## config.mk

```make
export PLATFORM = sky130hd
export DESIGN_NAME = cluster_run_ring_merge_unit
export DESIGN_NICKNAME = d
export VERILOG_FILES = /design/src/rmu_pkg.sv /design/src/rmu_cell.sv /design/src/rmu_pick.sv /design/src/cluster_run_ring_merge_unit.sv
export SDC_FILE = /design/constraint.sdc
export NUM_CORES = 2
export LEC_CHECK = 0
export BUFFER_PORTS_ARGS = -buffer_cell sky130_fd_sc_hd__buf_4
export CAP_MARGIN = 20
export CELL_PAD_IN_SITES_DETAIL_PLACEMENT = 1
export CELL_PAD_IN_SITES_GLOBAL_PLACEMENT = 2
export CORE_UTILIZATION = 43
export DETAILED_ROUTE_END_ITERATION = 6
export PLACE_DENSITY = 0.84
export SYNTH_ARGS = -nofsm -noshare
export SYNTH_HDL_FRONTEND = slang
export SYNTH_SLANG_ARGS = --single-unit
```

## constraint.sdc

```tcl
create_clock -name clk -period 18.9 [get_ports clk]
set_clock_uncertainty 0.15 [all_clocks]
set_input_delay 2.835 -clock clk [delete_from_list [all_inputs] [get_ports clk]]
set_output_delay 2.835 -clock clk [all_outputs]
set_load 0.02 [all_outputs]
```

## src/rmu_pkg.sv

```systemverilog
// ----------------------------------------------------------------------------
// rmu_pkg: shared definitions for the cluster run ring merge unit
// Field widths, the ring size register format and the write command that
// the top level sends to each ring cell.
// ----------------------------------------------------------------------------
package rmu_pkg;

    // Width of a cluster number and of a flag word.
    localparam int FIELD_W = 32;

    // Width of the ring size register and of the entry count.
    localparam int CNT_W = 5;

    // Width of the slot field on the result beat.
    localparam int SLOT_W = 4;

    // Default number of ring cells.
    localparam int RING_DEPTH_DEF = 16;

    // Ring size after reset.
    localparam int RING_SIZE_RST = 16;

    // Largest value the ring size register can hold.
    localparam int SIZE_MAX = (1 << CNT_W) - 1;

    // Write command for one ring cell.
    typedef struct packed {
        logic take_merge;   // this cell absorbs the offered run
        logic append;       // this cell is loaded with the offered run
    } rmu_wr_t;

endpackage

```

## src/rmu_cell.sv

```systemverilog
// ----------------------------------------------------------------------------
// rmu_cell: one entry of the run ring
// Holds a stored run, checks it against the offered run for adjacency and
// reports its age rank so the picker can find the oldest match.
// ----------------------------------------------------------------------------
module rmu_cell
    import rmu_pkg::*;
#(
    parameter int CELL_ID = 0,
    parameter int IDX_W   = 4,
    parameter int CMP_W   = 6
)
(
    input  logic               clk,
    input  logic [CNT_W-1:0]   size,
    input  logic [IDX_W-1:0]   head,
    input  logic [CNT_W-1:0]   count,
    input  logic [FIELD_W-1:0] range_first,
    input  logic [FIELD_W-1:0] range_last,
    input  logic [FIELD_W-1:0] entry_flags,
    input  logic               merge_on,
    input  rmu_wr_t            wr,
    output logic               take,
    output logic [CMP_W-1:0]   rank
);

    localparam logic [CMP_W-1:0] MY_POS = CMP_W'(CELL_ID);

    logic [FIELD_W-1:0] first_reg;
    logic [FIELD_W-1:0] last_reg;
    logic [FIELD_W-1:0] flags_reg;

    logic [CMP_W-1:0] head_w;
    logic [CMP_W-1:0] size_w;
    logic [CMP_W-1:0] count_w;
    logic             live;
    logic             hit_front;
    logic             hit_back;

    // Age rank of this cell counted from the head of the ring.
    always_comb
    begin
        head_w  = CMP_W'(head);
        size_w  = CMP_W'(size);
        count_w = CMP_W'(count);
        if (MY_POS >= head_w)
        begin
            rank = MY_POS - head_w;
        end
        else
        begin
            rank = MY_POS + size_w - head_w;
        end
        live = (MY_POS < size_w) && (rank < count_w);
    end

    // Adjacency tests: the stored run follows or precedes the offered run.
    assign hit_front = (first_reg == (range_last + FIELD_W'(1)));
    assign hit_back  = ((last_reg + FIELD_W'(1)) == range_first);
    assign take      = merge_on && live && (hit_front || hit_back);

    // Entry storage. A merge keeps the stored flags.
    always_ff @(posedge clk)
    begin
        if (wr.append)
        begin
            first_reg <= range_first;
            last_reg  <= range_last;
            flags_reg <= entry_flags;
        end
        else if (wr.take_merge)
        begin
            if (hit_front)
            begin
                first_reg <= range_first;
            end
            else
            begin
                last_reg <= range_last;
            end
        end
    end

endmodule

```

## src/rmu_pick.sv

```systemverilog
// ----------------------------------------------------------------------------
// rmu_pick: oldest-match picker
// A balanced tree of compare-select nodes that returns the matching cell
// with the lowest age rank.
// ----------------------------------------------------------------------------
module rmu_pick
    import rmu_pkg::*;
#(
    parameter int N     = 16,
    parameter int IDX_W = 4,
    parameter int CMP_W = 6
)
(
    input  logic [N-1:0]     take,
    input  logic [CMP_W-1:0] rank [N],
    output logic             found,
    output logic [IDX_W-1:0] win_idx
);

    localparam int LEAVES = 1 << IDX_W;
    localparam int NODES  = 2 * LEAVES - 1;

    logic             node_take [NODES];
    logic [CMP_W-1:0] node_rank [NODES];
    logic [IDX_W-1:0] node_idx  [NODES];

    genvar g;

    // Leaves: one per cell, padding leaves never match.
    generate
        for (g = 0; g < LEAVES; g++)
        begin : g_leaf
            if (g < N)
            begin : g_used
                assign node_take[LEAVES - 1 + g] = take[g];
                assign node_rank[LEAVES - 1 + g] = rank[g];
            end
            else
            begin : g_pad
                assign node_take[LEAVES - 1 + g] = 1'b0;
                assign node_rank[LEAVES - 1 + g] = '0;
            end
            assign node_idx[LEAVES - 1 + g] = IDX_W'(g);
        end
    endgenerate

    // Inner nodes: keep the matching child with the lower rank.
    generate
        for (g = 0; g < LEAVES - 1; g++)
        begin : g_node
            logic pick_left;
            assign pick_left = node_take[2*g+1] &&
                               (!node_take[2*g+2] || (node_rank[2*g+1] <= node_rank[2*g+2]));
            assign node_take[g] = node_take[2*g+1] || node_take[2*g+2];
            assign node_rank[g] = pick_left ? node_rank[2*g+1] : node_rank[2*g+2];
            assign node_idx[g]  = pick_left ? node_idx[2*g+1]  : node_idx[2*g+2];
        end
    endgenerate

    assign found   = node_take[0];
    assign win_idx = node_idx[0];

endmodule

```

## src/cluster_run_ring_merge_unit.sv

```systemverilog
// ----------------------------------------------------------------------------
// cluster_run_ring_merge_unit: ring of cluster runs with adjacent merge
// Keeps up to ring_size runs; an offered run with merge_enable set merges
// into the oldest stored run that touches it, otherwise it is appended,
// overwriting the oldest entry when the ring is full.
// ----------------------------------------------------------------------------
// The unit takes one run per clock cycle and returns its result beat on the
// cycle after the run is accepted; a held result stalls the input only while
// out_stall is high. Each ring cell compares its stored run against the
// offered run in parallel, and a log2(RING_DEPTH)-level picker selects the
// oldest match, so the whole decision and the ring update settle in the
// accepting cycle. Writing ring_size empties the ring; stored runs need no
// clearing after reset, so the unit is ready on the first cycle out of reset.
module cluster_run_ring_merge_unit
    import rmu_pkg::*;
#(
    parameter int RING_DEPTH = RING_DEPTH_DEF
)
(
    input  logic               clk,
    input  logic               rst_n,
    input  logic               cfg_wr_en,
    input  logic [CNT_W-1:0]   cfg_wr_data,
    input  logic               in_valid,
    output logic               in_stall,
    input  logic [FIELD_W-1:0] range_first,
    input  logic [FIELD_W-1:0] range_last,
    input  logic [FIELD_W-1:0] entry_flags,
    input  logic               merge_enable,
    output logic               out_valid,
    input  logic               out_stall,
    output logic               merged,
    output logic [SLOT_W-1:0]  slot,
    output logic               overwrote_oldest,
    output logic [CNT_W-1:0]   entry_count
);

    localparam int IDX_W = (RING_DEPTH > 1) ? $clog2(RING_DEPTH) : 1;
    localparam int CMP_W = ((IDX_W > CNT_W) ? IDX_W : CNT_W) + 1;
    localparam int CAP   = (RING_DEPTH > SIZE_MAX) ? SIZE_MAX : RING_DEPTH;
    localparam int RST_SZ = (RING_DEPTH < RING_SIZE_RST) ? RING_DEPTH : RING_SIZE_RST;
    localparam logic [CNT_W-1:0] SIZE_CAP   = CNT_W'(CAP);
    localparam logic [CNT_W-1:0] SIZE_RESET = CNT_W'(RST_SZ);

    logic [CNT_W-1:0]  size_reg;
    logic [IDX_W-1:0]  head_reg;
    logic [IDX_W-1:0]  tail_reg;
    logic [CNT_W-1:0]  count_reg;
    logic              out_valid_reg;
    logic              merged_reg;
    logic [SLOT_W-1:0] slot_reg;
    logic              overwrote_reg;
    logic [CNT_W-1:0]  count_out_reg;

    logic [CNT_W-1:0]  size_next;
    logic [IDX_W-1:0]  head_next;
    logic [IDX_W-1:0]  tail_next;
    logic [CNT_W-1:0]  count_next;
    logic [IDX_W-1:0]  slot_next;

    logic               accept;
    logic               full;
    logic               found;
    logic [IDX_W-1:0]   win_idx;
    logic [IDX_W-1:0]   app_idx;
    logic [RING_DEPTH-1:0] cell_take;
    logic [CMP_W-1:0]   cell_rank [RING_DEPTH];
    rmu_wr_t            cell_wr   [RING_DEPTH];

    // Step a ring pointer with wrap at the current ring size.
    function automatic logic [IDX_W-1:0] ptr_step(input logic [IDX_W-1:0] p,
                                                  input logic [CNT_W-1:0] sz);
        logic [CMP_W-1:0] inc;
        inc = CMP_W'(p) + CMP_W'(1);
        return (inc >= CMP_W'(sz)) ? '0 : IDX_W'(inc);
    endfunction

    // Handshake: the result register frees up when its beat is taken.
    assign in_stall = out_valid_reg && out_stall;
    assign accept   = in_valid && !in_stall;
    assign full     = (count_reg >= size_reg);
    assign app_idx  = full ? head_reg : tail_reg;

    // Ring cells.
    genvar g;
    generate
        for (g = 0; g < RING_DEPTH; g++)
        begin : g_cell
            assign cell_wr[g].take_merge = accept && found && (win_idx == IDX_W'(g));
            assign cell_wr[g].append     = accept && !found && (app_idx == IDX_W'(g));

            rmu_cell #(
                .CELL_ID (g),
                .IDX_W   (IDX_W),
                .CMP_W   (CMP_W)
            ) u_cell (
                .clk         (clk),
                .size        (size_reg),
                .head        (head_reg),
                .count       (count_reg),
                .range_first (range_first),
                .range_last  (range_last),
                .entry_flags (entry_flags),
                .merge_on    (merge_enable),
                .wr          (cell_wr[g]),
                .take        (cell_take[g]),
                .rank        (cell_rank[g])
            );
        end
    endgenerate

    // Oldest matching cell.
    rmu_pick #(
        .N     (RING_DEPTH),
        .IDX_W (IDX_W),
        .CMP_W (CMP_W)
    ) u_pick (
        .take    (cell_take),
        .rank    (cell_rank),
        .found   (found),
        .win_idx (win_idx)
    );

    // Next ring state for an accepted run or a size write.
    always_comb
    begin
        size_next  = size_reg;
        head_next  = head_reg;
        tail_next  = tail_reg;
        count_next = count_reg;
        slot_next  = found ? win_idx : app_idx;
        if (cfg_wr_en)
        begin
            if (cfg_wr_data == '0)
            begin
                size_next = CNT_W'(1);
            end
            else if (cfg_wr_data > SIZE_CAP)
            begin
                size_next = SIZE_CAP;
            end
            else
            begin
                size_next = cfg_wr_data;
            end
            head_next  = '0;
            tail_next  = '0;
            count_next = '0;
        end
        else if (accept && !found)
        begin
            tail_next = ptr_step(tail_reg, size_reg);
            if (full)
            begin
                head_next = ptr_step(head_reg, size_reg);
            end
            else
            begin
                count_next = count_reg + CNT_W'(1);
            end
        end
    end

    // Ring control and result register.
    always_ff @(posedge clk or negedge rst_n)
    begin
        if (!rst_n)
        begin
            size_reg      <= SIZE_RESET;
            head_reg      <= '0;
            tail_reg      <= '0;
            count_reg     <= '0;
            out_valid_reg <= 1'b0;
        end
        else
        begin
            size_reg  <= size_next;
            head_reg  <= head_next;
            tail_reg  <= tail_next;
            count_reg <= count_next;
            if (accept)
            begin
                out_valid_reg <= 1'b1;
            end
            else if (!out_stall)
            begin
                out_valid_reg <= 1'b0;
            end
        end
    end

    // Result beat payload.
    always_ff @(posedge clk)
    begin
        if (accept)
        begin
            merged_reg    <= found;
            slot_reg      <= SLOT_W'(slot_next);
            overwrote_reg <= !found && full;
            count_out_reg <= count_next;
        end
    end

    assign out_valid        = out_valid_reg;
    assign merged           = merged_reg;
    assign slot             = slot_reg;
    assign overwrote_oldest = overwrote_reg;
    assign entry_count      = count_out_reg;

`ifndef SYNTH
    // The entry count never exceeds the ring size.
    a_count_le_size: assert property (@(posedge clk) disable iff (!rst_n)
        count_reg <= size_reg)
        else $error("entry count exceeds ring size");

    // Both pointers stay inside the ring.
    a_ptr_in_ring: assert property (@(posedge clk) disable iff (!rst_n)
        (CMP_W'(head_reg) < CMP_W'(size_reg)) && (CMP_W'(tail_reg) < CMP_W'(size_reg)))
        else $error("ring pointer outside ring");

    // A full or empty ring has head and tail together.
    a_full_ptrs: assert property (@(posedge clk) disable iff (!rst_n)
        ((count_reg == size_reg) || (count_reg == '0)) |-> (head_reg == tail_reg))
        else $error("head and tail apart on full or empty ring");

    // A merge leaves the count and the pointers alone.
    a_merge_keeps_ring: assert property (@(posedge clk) disable iff (!rst_n)
        (accept && found && !cfg_wr_en) |=>
        ($stable(count_reg) && $stable(head_reg) && $stable(tail_reg)))
        else $error("merge moved the ring");
`endif

endmodule

```

==> impl_metrics.yaml <==
worst_setup_path:
  required_ns: 19.15
  worstSetupEndpointType: "flip-flop"
  crit_type: "in -> reg"
  crit_top_cell: "nor2b_1"
  path_delay_family: "compound AO/OA/AOI/OAI gates"
  cpMaxStageDelayCell: "o21ai_0"
  crit_fanout: 32
  crit_buf_inv: 2
  startpoint_type: "primary input"
  cp.arrival_ns: 16.57
  slowest_delay_ns: 1.09
logic_synthesis:
  ys_warn_count: 0
  synth.ff_latch_count: 1054
  synth_cell_types: 121
  yosysSeqAreaShare: 0.430
  ys.flop_type: "edfxtp_1"
  synthCells: 7163
  async_flop_share: 0.0180
  synthesis.area_um2: 73400
  synth_edf_count: 1035
  syn_avg_cell_area_um2: 10.3
power:
  peakVddDrop_v: 0.0000787
  leakage_nw: 27.4
  powerDensity_nw_per_um2: 71.2
route:
  drtPass1Iterations: 6
  via_per_inst: 7.04
  drc: 0
  initialDrtViolationCount: 9267
  vias: 67700
  wl_per_cell_um: 37.6
  final_antenna_net_count: 0
  wl_um: 362000
floorplanning:
  ioPinCount: 120
  start_util: 0.433
  die_w_um: 415
  rows: 151
  fp.dieArea_um2: 172000
  core_um2: 169000
  dieHeight_um: 415
sta:
  maxSlewViolCount: 0
  min_period_ns: 16.31
  fin_crit_sh: 0.863
  fin_setup_tns_ns: 0
  finalWorstSetupSlack_ns: 2.59
  report.final.hold_viol_count: 0
  setup_violations: 0
  relSlewSlack: 0.0940
  fmax_mhz: 61.3
  grt_setup_unrepaired: "false"
  worst_slew_pin_slew_ns: 1.35
cts:
  cts_sinks: 1054
  tritoncts: "yes"
  postCtsSetupBuffers: 0
  insertion_delay_ns: 0.81
  ctsHoldBuffers: 0
  cts_buffers: 119
  root_buffer: "clkbuf_16"
  h-tree-depth: 3
  path_clk_slew_ns: 0.06
  clockBufferDepth: 3
  cts_resized: 0
cells_and_area:
  area_delta_synth_final_pct: 11.1
  final_common_cell: "edfxtp_1"
  drive_gt1_frac: 0.0915
  fillers: 18400
  layout.nets: 7622
  instances_no_fill: 9619
  final_cell_mix: "edfxtp_1, xnor2_1, nand2_1, xor2_1, nand3_1"
global_routing:
  grt_pass1_wl_um: 500000
  grt_max_degree: 38
  antenna_found_initial: 30
  grt_pass1_vias: 66800
  overflow: 0
  track_usage: 0.408
place:
  placed_cells_incl_taps: 9373
  gp_congestion: 1.06
  io_buffer_count: 87
  pre_cts_ws_ns: 2.38
  hpwlAfterDp_um: 258000
flow_run:
  drv_cap: 0
worst_hold_path:
  hold_class: "reg -> reg"
outcome:
  status: "complete, no violations"
==> kinds of logic after synthesis <==
| kind of cell | count (synthesis) | share of synthesized area |
|---|---|---|
| xor+xnor | 1114 | 0.144 |
| compound gates | 1530 | 0.145 |
| simple gates | 2542 | 0.194 |
| buf+inv | 564 | 0.0301 |
| fa+ha+maj | 233 | 0.0400 |
| mux | 125 | 0.0175 |
| other cells | 1 | 0.0000511 |
| flops | 1054 | 0.430 |
==> metal layers <==
layer / routed length (µm) / part of all wire / vias to the layer above / GRT usage
met5: 132 / 0.00037 / - / 0
met4: 27300 / 0.075 / 20 / 0.275
met3: 43000 / 0.12 / 1238 / 0.115
met2: 154000 / 0.43 / 4469 / 0.604
met1: 137000 / 0.38 / 34100 / 0.516
li1: - / - / 27900 / -
==> power by group <==
group	internal [mW]	switching [mW]	leakage (nW)
Clock	1.31	1.06	1.82
Sequential	2.59	0.0224	9.59
Combinational	0.237	0.588	15.9
==> cells in the mapped netlist (67+ instances only) <==
cell      instances  area (µm²)
nor2_1          320        1200
nor3_1          233        1170
and4_1           91         797
and3_1          127         795
nand2b_1         85         532
nor4_1          205        1280
inv_1           231         867
a21oi_1         288        1440
nor2b_1          71         444
xnor2_1         661        5790
clkbuf_1        200         751
a31oi_1          95         594
edfxtp_1       1035       31100
nand4_1         262        1640
mux2i_1          96         961
ha_1            227        2840
nand3_1         330        1650
o21ai_0         286        1430
a21o_1           67         503
nand2_1         406        1520
xor2_1          395        3460
==> path summary, 6_finish.rpt <==
kind | cells past startpoint | end | start | slack (ns)
min in group asynchronous | 1 | head_reg[3]$_DFFE_PN0P_ | rst_n | 1.79
max in group asynchronous | 1 | size_reg[4]$_DFFE_PN1P_ | rst_n | 16.52
worst max-delay path | 44 | g_cell[1].u_cell.first_reg[12]$_DFFE_PP_ | range_last[7] | 2.59
worst min-delay path | 2 | out_valid$_DFFE_PN0P_ | out_valid$_DFFE_PN0P_ | 0.38
worst max register to register | 46 | g_cell[1].u_cell.first_reg[12]$_DFFE_PP_ | head_reg[3]$_DFFE_PN0P_ | 3.09
worst min register to register | 2 | out_valid$_DFFE_PN0P_ | out_valid$_DFFE_PN0P_ | 0.38
==> worst min-delay path, stage by stage (launching register included) <==
cell	delay, ns
dfrtp_1	0.34
nand2_1	0.08
nand2b_1	0.08
==> per-stage QoR <==
step / hold WS (ns) / cell area [µm²] / utilization / total power [mW]
floorplan: 0.395 / 73400 / - / 3.07
global placement: 0.354 / 77600 / 0.458 / 3.43
detailed placement: 0.374 / 77600 / 0.458 / 3.45
CTS: 0.386 / 81400 / 0.481 / 5.77
global route: 0.460 / 81500 / 0.481 / 5.89
finish: 0.382 / 81600 / 0.481 / 5.81
==> area by class of cell <==
class	instances	area, µm²	share of cell area
sequential	1054	31600	0.387
antenna	20	50.0	0.000614
inverter	240	901	0.0110
clock inverter	74	664	0.00814
multi-input combinational	5547	40100	0.491
tap	2218	2780	0.0340
clock buffer	144	3140	0.0384
timing repair buffer	322	2420	0.0297
No activity file was read; power rests on OpenSTA's default activity.
